--- config.mk ---
export PLATFORM = sky130hd
export DESIGN_NAME = deque_with_value_removal_flat
export DESIGN_NICKNAME = d
export VERILOG_FILES = /design/src/hw/rtl/dqv_pkg.sv /design/src/hw/rtl/dqv_in_if.sv /design/src/hw/rtl/dqv_out_if.sv /design/src/hw/rtl/deque_with_value_removal.sv /design/src/hw/rtl/dqv_cell.sv /design/src/flat_wrapper.sv
export SDC_FILE = /design/constraint.sdc
export NUM_CORES = 2
export LEC_CHECK = 0
export ABC_AREA = 1
export BUFFER_PORTS_ARGS = -buffer_cell sky130_fd_sc_hd__buf_2
export CAP_MARGIN = 30
export CORE_MARGIN = 2
export CORE_UTILIZATION = 45
export CTS_CLUSTER_DIAMETER = 150
export DETAILED_ROUTE_END_ITERATION = 7
export PLACE_DENSITY = 0.61
export SYNTH_ARGS = -nofsm -noshare
export SYNTH_HDL_FRONTEND = slang
export SYNTH_SLANG_ARGS = --single-unit
--- constraint.sdc ---
create_clock -name clk -period 5 [get_ports clk]
set_input_delay 1.25 -clock clk [delete_from_list [all_inputs] [get_ports clk]]
set_output_delay 1.25 -clock clk [all_outputs]
set_load 0.05 [all_outputs]
--- src/hw/rtl/dqv_pkg.sv ---
// ---------------------------------------------------------------------------
// dqv_pkg: shared types and codes for the value-removal deque
// Operation and status codes, fixed field widths and the per-cell control
// bundle that the top level broadcasts to every cell.
// ---------------------------------------------------------------------------
package dqv_pkg;

  localparam int MODE_W   = 3;
  localparam int STATUS_W = 2;
  localparam int COUNT_W  = 5;
  localparam int IO_W     = 32;

  typedef enum logic [MODE_W-1:0] {
    MODE_PUSH_FRONT = 3'd0,
    MODE_PUSH_BACK  = 3'd1,
    MODE_POP_FRONT  = 3'd2,
    MODE_POP_BACK   = 3'd3,
    MODE_REMOVE     = 3'd4,
    MODE_QUERY      = 3'd5
  } mode_t;

  typedef enum logic [STATUS_W-1:0] {
    ST_OK        = 2'd0,
    ST_EMPTY     = 2'd1,
    ST_FULL      = 2'd2,
    ST_NOT_FOUND = 2'd3
  } status_t;

  // Already qualified by full/empty and by the handshake.
  typedef struct packed {
    logic ins_front;
    logic ins_back;
    logic take_front;
    logic remove;
  } ctrl_t;

endpackage

--- src/hw/rtl/dqv_in_if.sv ---
// ---------------------------------------------------------------------------
// dqv_in_if: request channel of the deque
// Valid/ready channel carrying the operation and its value.
// ---------------------------------------------------------------------------
interface dqv_in_if;
  logic                        valid;
  logic                        ready;
  logic [dqv_pkg::MODE_W-1:0]  mode;
  logic signed [dqv_pkg::IO_W-1:0] value_in;

  modport source (output valid, output mode, output value_in, input ready);
  modport sink   (input valid, input mode, input value_in, output ready);
endinterface

--- src/hw/rtl/dqv_out_if.sv ---
// ---------------------------------------------------------------------------
// dqv_out_if: result channel of the deque
// Valid/ready channel carrying one result per request.
// ---------------------------------------------------------------------------
interface dqv_out_if;
  logic                              valid;
  logic                              ready;
  logic signed [dqv_pkg::IO_W-1:0]   value_out;
  logic [dqv_pkg::STATUS_W-1:0]      status;
  logic [dqv_pkg::COUNT_W-1:0]       count;
  logic                              is_empty;

  modport source (output valid, output value_out, output status, output count,
                  output is_empty, input ready);
  modport sink   (input valid, input value_out, input status, input count,
                  input is_empty, output ready);
endinterface

--- src/hw/rtl/deque_with_value_removal.sv ---
// ---------------------------------------------------------------------------
// deque_with_value_removal: bounded deque with removal by value
// A row of shifting cells, position 0 at the front, plus an occupancy
// counter and a registered result stage.
// ---------------------------------------------------------------------------
//  Channel   Dir   Handshake        Payload
//  in_ch     in    valid / ready    mode, value_in
//  out_ch    out   valid / ready    value_out, status, count, is_empty
//
//  Each request updates the cells and the result register together: the cells shift in parallel and the
//  match and tail reads ripple through the row in the same cycle.
//  One request per cycle is sustained while out_ch takes each result.
//  A new request is taken while the held result is being taken.
//  When out_ch stalls with a result held, in_ch is held off.
//  Synchronous reset empties the deque; cell contents are left as they are.
// ---------------------------------------------------------------------------
module deque_with_value_removal #(
  parameter int DEPTH      = 16,
  parameter int DATA_WIDTH = 32
) (
  input  logic       clk,
  input  logic       rst_n,
  dqv_in_if.sink     in_ch,
  dqv_out_if.source  out_ch
);

  localparam int CNT_W = $clog2(DEPTH + 1);
  localparam logic [CNT_W-1:0] FULL_CNT = CNT_W'(DEPTH);
  localparam logic [CNT_W-1:0] ONE      = CNT_W'(1);

  logic [CNT_W-1:0]      cnt_r;
  logic [CNT_W-1:0]      cnt_nxt;
  logic                  accept;
  logic                  is_full;
  logic                  is_emp;
  logic [DATA_WIDTH-1:0] val_w;
  logic [DATA_WIDTH-1:0] pop_data;
  logic [dqv_pkg::IO_W-1:0] pop_ext;
  dqv_pkg::ctrl_t        ctrl;
  dqv_pkg::status_t      status_nxt;
  logic                  pop_ok;

  logic [DATA_WIDTH-1:0] cell_data [DEPTH];
  logic                  hit      [DEPTH+1];
  logic [DATA_WIDTH-1:0] tail     [DEPTH+1];

  logic                          out_valid_r;
  logic [dqv_pkg::IO_W-1:0]      value_out_r;
  logic [dqv_pkg::STATUS_W-1:0]  status_r;
  logic [dqv_pkg::COUNT_W-1:0]   count_r;
  logic                          is_empty_r;

  assign in_ch.ready = !out_valid_r || out_ch.ready;
  assign accept      = in_ch.valid && in_ch.ready;
  assign is_full     = cnt_r == FULL_CNT;
  assign is_emp      = cnt_r == '0;

  generate
    if (DATA_WIDTH <= dqv_pkg::IO_W) begin : g_val_narrow
      assign val_w = in_ch.value_in[DATA_WIDTH-1:0];
    end else begin : g_val_wide
      assign val_w = {{(DATA_WIDTH - dqv_pkg::IO_W){1'b0}}, in_ch.value_in};
    end
  endgenerate

  always_comb begin
    ctrl.ins_front  = accept && in_ch.mode == dqv_pkg::MODE_PUSH_FRONT && !is_full;
    ctrl.ins_back   = accept && in_ch.mode == dqv_pkg::MODE_PUSH_BACK && !is_full;
    ctrl.take_front = accept && in_ch.mode == dqv_pkg::MODE_POP_FRONT && !is_emp;
    ctrl.remove     = accept && in_ch.mode == dqv_pkg::MODE_REMOVE;
  end

  assign hit[0]  = 1'b0;
  assign tail[0] = '0;

  generate
    for (genvar i = 0; i < DEPTH; i++) begin : g_cell
      logic [DATA_WIDTH-1:0] left_d;
      logic [DATA_WIDTH-1:0] right_d;
      if (i == 0) begin : g_first
        assign left_d = val_w;
      end else begin : g_mid_l
        assign left_d = cell_data[i-1];
      end
      if (i == DEPTH - 1) begin : g_last
        assign right_d = cell_data[i];
      end else begin : g_mid_r
        assign right_d = cell_data[i+1];
      end

      dqv_cell #(
        .DATA_WIDTH (DATA_WIDTH),
        .CNT_W      (CNT_W),
        .IDX        (i)
      ) u_cell (
        .clk     (clk),
        .ctrl    (ctrl),
        .cnt_i   (cnt_r),
        .val_i   (val_w),
        .left_i  (left_d),
        .right_i (right_d),
        .hit_i   (hit[i]),
        .tail_i  (tail[i]),
        .data_o  (cell_data[i]),
        .hit_o   (hit[i+1]),
        .tail_o  (tail[i+1])
      );
    end
  endgenerate

  always_comb begin
    pop_data   = '0;
    pop_ok     = 1'b0;
    cnt_nxt    = cnt_r;
    status_nxt = dqv_pkg::ST_OK;
    unique case (in_ch.mode)
      dqv_pkg::MODE_PUSH_FRONT, dqv_pkg::MODE_PUSH_BACK: begin
        if (is_full) begin
          status_nxt = dqv_pkg::ST_FULL;
        end else begin
          cnt_nxt = cnt_r + ONE;
        end
      end
      dqv_pkg::MODE_POP_FRONT, dqv_pkg::MODE_POP_BACK: begin
        if (is_emp) begin
          status_nxt = dqv_pkg::ST_EMPTY;
        end else begin
          pop_ok   = 1'b1;
          pop_data = (in_ch.mode == dqv_pkg::MODE_POP_FRONT) ? cell_data[0] : tail[DEPTH];
          cnt_nxt  = cnt_r - ONE;
        end
      end
      dqv_pkg::MODE_REMOVE: begin
        if (hit[DEPTH]) begin
          cnt_nxt = cnt_r - ONE;
        end else begin
          status_nxt = dqv_pkg::ST_NOT_FOUND;
        end
      end
      default: begin
      end
    endcase
  end

  // Popped values are sign-extended from the storage width when it is narrower than the output, else truncated.
  generate
    if (DATA_WIDTH >= dqv_pkg::IO_W) begin : g_out_wide
      assign pop_ext = pop_data[dqv_pkg::IO_W-1:0];
    end else begin : g_out_narrow
      assign pop_ext = {{(dqv_pkg::IO_W - DATA_WIDTH){pop_data[DATA_WIDTH-1]}}, pop_data};
    end
  endgenerate

  always_ff @(posedge clk) begin
    if (!rst_n) begin
      cnt_r       <= '0;
      out_valid_r <= 1'b0;
    end else begin
      if (accept) begin
        cnt_r       <= cnt_nxt;
        out_valid_r <= 1'b1;
      end else if (out_ch.ready) begin
        out_valid_r <= 1'b0;
      end
    end
    if (accept) begin
      value_out_r <= pop_ok ? pop_ext : '0;
      status_r    <= status_nxt;
      count_r     <= dqv_pkg::COUNT_W'(cnt_nxt);
      is_empty_r  <= cnt_nxt == '0;
    end
  end

  assign out_ch.valid     = out_valid_r;
  assign out_ch.value_out = value_out_r;
  assign out_ch.status    = status_r;
  assign out_ch.count     = count_r;
  assign out_ch.is_empty  = is_empty_r;

endmodule

--- src/hw/rtl/dqv_cell.sv ---
// ---------------------------------------------------------------------------
// dqv_cell: one storage position of the deque
// Holds one element, compares it with the request value and passes the
// match and tail-read chains on to the next position.
// ---------------------------------------------------------------------------
module dqv_cell #(
  parameter int DATA_WIDTH = 32,
  parameter int CNT_W      = 5,
  parameter int IDX        = 0
) (
  input  logic                  clk,
  input  dqv_pkg::ctrl_t        ctrl,
  input  logic [CNT_W-1:0]      cnt_i,
  input  logic [DATA_WIDTH-1:0] val_i,
  input  logic [DATA_WIDTH-1:0] left_i,
  input  logic [DATA_WIDTH-1:0] right_i,
  input  logic                  hit_i,
  input  logic [DATA_WIDTH-1:0] tail_i,
  output logic [DATA_WIDTH-1:0] data_o,
  output logic                  hit_o,
  output logic [DATA_WIDTH-1:0] tail_o
);

  localparam logic [CNT_W-1:0] MY_IDX   = CNT_W'(IDX);
  localparam logic [CNT_W-1:0] NEXT_IDX = CNT_W'(IDX + 1);

  logic [DATA_WIDTH-1:0] data_r;
  logic [DATA_WIDTH-1:0] data_nxt;
  logic                  occupied;
  logic                  is_tail;

  assign occupied = MY_IDX < cnt_i;
  assign is_tail  = NEXT_IDX == cnt_i;

  // The hit chain is set from the front-most match onward; every position
  // at or behind it closes the gap by taking its right neighbor.
  assign hit_o  = hit_i | (occupied && data_r == val_i);
  assign tail_o = tail_i | (is_tail ? data_r : '0);
  assign data_o = data_r;

  always_comb begin
    data_nxt = data_r;
    if (ctrl.ins_front) begin
      data_nxt = (IDX == 0) ? val_i : left_i;
    end else if (ctrl.ins_back && MY_IDX == cnt_i) begin
      data_nxt = val_i;
    end else if (ctrl.take_front || (ctrl.remove && hit_o)) begin
      data_nxt = right_i;
    end
  end

  always_ff @(posedge clk) begin
    data_r <= data_nxt;
  end

endmodule

--- src/flat_wrapper.sv ---
// flat-port wrapper written by rule: the top's interface ports become plain ports
module deque_with_value_removal_flat 
#(
  parameter int DEPTH      = 16,
  parameter int DATA_WIDTH = 32
)
  (clk, rst_n, in_ch_valid, in_ch_mode, in_ch_value_in, in_ch_ready, out_ch_valid, out_ch_value_out, out_ch_status, out_ch_count, out_ch_is_empty, out_ch_ready);
  dqv_in_if in_ch_i ();
  dqv_out_if out_ch_i ();
  input  logic clk;
  input  logic rst_n;
  input wire logic [$bits(in_ch_i.valid)-1:0] in_ch_valid;
  input wire logic [$bits(in_ch_i.mode)-1:0] in_ch_mode;
  input wire logic [$bits(in_ch_i.value_in)-1:0] in_ch_value_in;
  output wire logic [$bits(in_ch_i.ready)-1:0] in_ch_ready;
  output wire logic [$bits(out_ch_i.valid)-1:0] out_ch_valid;
  output wire logic [$bits(out_ch_i.value_out)-1:0] out_ch_value_out;
  output wire logic [$bits(out_ch_i.status)-1:0] out_ch_status;
  output wire logic [$bits(out_ch_i.count)-1:0] out_ch_count;
  output wire logic [$bits(out_ch_i.is_empty)-1:0] out_ch_is_empty;
  input wire logic [$bits(out_ch_i.ready)-1:0] out_ch_ready;
  assign in_ch_i.valid = in_ch_valid;
  assign in_ch_i.mode = in_ch_mode;
  assign in_ch_i.value_in = in_ch_value_in;
  assign in_ch_ready = in_ch_i.ready;
  assign out_ch_valid = out_ch_i.valid;
  assign out_ch_value_out = out_ch_i.value_out;
  assign out_ch_status = out_ch_i.status;
  assign out_ch_count = out_ch_i.count;
  assign out_ch_is_empty = out_ch_i.is_empty;
  assign out_ch_i.ready = out_ch_ready;
  deque_with_value_removal #(.DEPTH(DEPTH), .DATA_WIDTH(DATA_WIDTH)) u_core (.clk(clk), .rst_n(rst_n), .in_ch(in_ch_i), .out_ch(out_ch_i));
endmodule
==> flow_summary.json <==
{
  "wl_per_cell_um": 36.7,
  "vias_per_cell": 6.89,
  "synth_cells": 4662,
  "yosys.area.top_type": "edfxtp_1",
  "cts_sinks": 558,
  "period_share_pct": 92.8,
  "start_kind": "flip-flop",
  "fin_util_pct": 50.8,
  "synth_top_area_share_pct": 43.7,
  "cts_buffers": 72,
  "grt_pass1_wl_um": 290000,
  "synth_compound_area_share_pct": 24.3,
  "dr_total_vias": 39783,
  "syn_area_per_cell_um2": 8.14,
  "firstDrtPassIters": 7,
  "ys_types": 51,
  "die_w_um": 294,
  "p_sw_share_pct": 31.5,
  "synth_top_family_by_area": "compound AO/OA/AOI/OAI gates",
  "cts_resized": 0,
  "ys_ff_latch": 558,
  "hold_violations": 0,
  "drc_errors": 0,
  "synth.cell_area_um2": 37900,
  "cts_setup_buffers": 0,
  "rsz0062_at_grt": "no",
  "finalNonFillerCells": 5773,
  "dp.cells": 5634,
  "synthAdderAreaFrac_pct": 0.165,
  "arrival_ps": 4910,
  "worst_pin_slew_ps": 1100,
  "period_needed_ps": 4640,
  "cts_tree": "built",
  "place_congestion": 1.14,
  "timing.rr.start": "u_core.cnt_r[1]",
  "syn_nets": 4706,
  "cp.required_ps": 5270,
  "final_common_cell": "nand2_1",
  "yosysSeqAreaShare_pct": 44.0,
  "slew_violations": 0,
  "grt_max_degree": 238,
  "maxCapViolCount": 0,
  "antenna_found_initial": 17,
  "power.leakage_nw": 17.1,
  "yosysWarnings": 0,
  "drt-total-wl_um": 212000,
  "detail-route-antenna-nets": 0,
  "power_density_nw_per_um2": 308,
  "cts_root_buf": "clkbuf_16",
  "critPathMaxFanout": 10,
  "setup_violations": 0,
  "port_buffers": 80,
  "ir_drop_mv": 0.243,
  "skew_ps": 25.0,
  "end_kind": "flip-flop",
  "layout_common_cells": "1047 x nand2_1, 552 x edfxtp_1, 542 x inv_1",
  "netlist_top_cells_area": "edfxtp_1 44%, nand2_1 10%, o211ai_1 8.8%",
  "ys_async_sr_fraction_pct": 0,
  "start_util_pct": 45.4,
  "die-area_um2": 86700,
  "overflow": 0,
  "synth-simple-area-share_pct": 16.0,
  "insertion_delay_ps": 640,
  "grt_pass1_vias": 35627,
  "relSlewSlack_pct": 25.7,
  "dp_hpwl_um": 159000,
  "die_h_um": 294,
  "p_comb_share_pct": 17.3,
  "min_path_type": "reg -> reg",
  "ios": 81,
  "p_clk_share_pct": 40.3,
  "grt_usage_pct": 48.2,
  "status": "complete, no violations",
  "rows": 106,
  "ys.flop_type": "edfxtp_1",
  "crit_start": "u_core.cnt_r[1]",
  "hp-start": "u_core.out_ch.valid",
  "pwr-share-seq_pct": 42.4,
  "drt-initial-drc-count": 7956,
  "clk_path_buf_depth": 3,
  "muxShareOfSynthArea_pct": 0,
  "synth_edf_count": 552,
  "whs_ps": 562,
  "drive_gt1_share_pct": 10.3,
  "synth-xor-area-share_pct": 5.10,
  "htree_levels": 3,
  "clk_pin_slew_ps": 60,
  "setup-tns-final_ps": 0,
  "path_class": "reg -> reg",
  "fmax_mhz": 215,
  "nets": 4676,
  "core_area_um2": 83600,
  "ctsHoldBuffers": 0,
  "p_int_mw": 8.95,
  "synthToLayoutAreaGrowth_pct": 11.8,
  "power.switching_mw": 4.11,
  "power_mw": 13.1
}
## worst paths after layout
path / cells after the start / endpoint / slack (ps)
worst max-delay path: 15 / u_core.out_ch.value_out[18] / 360
worst min-delay path: 2 / u_core.out_ch.valid / 560
worst max register to register: 15 / u_core.out_ch.value_out[18] / 360
worst min register to register: 2 / u_core.out_ch.valid / 560
## logic make-up after synthesis
family          Yosys count
compound gates         1463
flops                   558
buf+inv                 972
xor+xnor                221
simple gates           1443
fa+ha+maj                 5
## cell type report
type	instances	area, um2
fill	8265	41100
multi-input combinational	3132	17500
sequential	558	16700
timing repair buffer	278	2410
inverter	590	2210
clock buffer	89	1940
tap	1080	1350
clock inverter	40	332
antenna	6	15.0
## per-layer routing
layer  track usage, %  wire length (um)  vias up
met3             15.6             30900      849
met2             65.0             81700     3661
met4             40.4             22800       10
li1                 -                 -    16515
met1             62.2             76400    18748
met5                0                56        -
## through the flow
stage	worst slack, ps	area, um2
floorplan	265	37900
global placement	195	40000
detailed placement	152	40100
CTS	777	42300
global route	461	42400
finish	359	42400
## cell usage after synthesis (all sizes together) (18+ instances only)
library cell and instances:
nor2 145, o21ai 579, nand3 61, o22ai 207, nor3 18, nand4 90
buf 172, edfxtp 552, o2111ai 23, nor4 59, o211ai 443, xor2 127
a21oi 80, a41oi 26, a221oi 25, xnor2 94, inv 585, nand2 1062
clkbuf 210, o221ai 40
## state kept, by name, summed over array words and instances, names as in the netlist
name	flops
u_core.out_ch.is_empty	1
u_core.cnt_r	5
u_core.out_ch.count	5
u_core.out_ch.value_out	32
u_core.out_ch.status	2
u_core.out_ch.valid	1
u_core.g_cell.u_cell.data_o	512
## critical path, stage by stage, from the launching register on
cell and delay [ps]:
dfxtp_1 620, inv_1 230, ha_1 250, inv_1 90, nor2_1 50, inv_1 240, nor2_2 140, buf_4 230
nand2_1 80, o2111ai_1 250, a221oi_1 450, o211ai_1 250, a221oi_1 570, o2111ai_1 310, a21oi_1 220, a41oi_1 290
## power by group through the flow
| stage | Sequential, mW | Combinational (mW) | Clock [mW] |
|---|---|---|---|
| after floorplan | 5.64 | 1.06 | 0 |
| after global placement | 5.62 | 2.10 | 0 |
| after detailed placement | 5.62 | 2.11 | 0 |
| after CTS | 5.52 | 2.11 | 5.25 |
| after global routing | 5.54 | 2.30 | 5.39 |
| final | 5.54 | 2.26 | 5.26 |
Note: power is estimated with default switching activity, not from simulation.
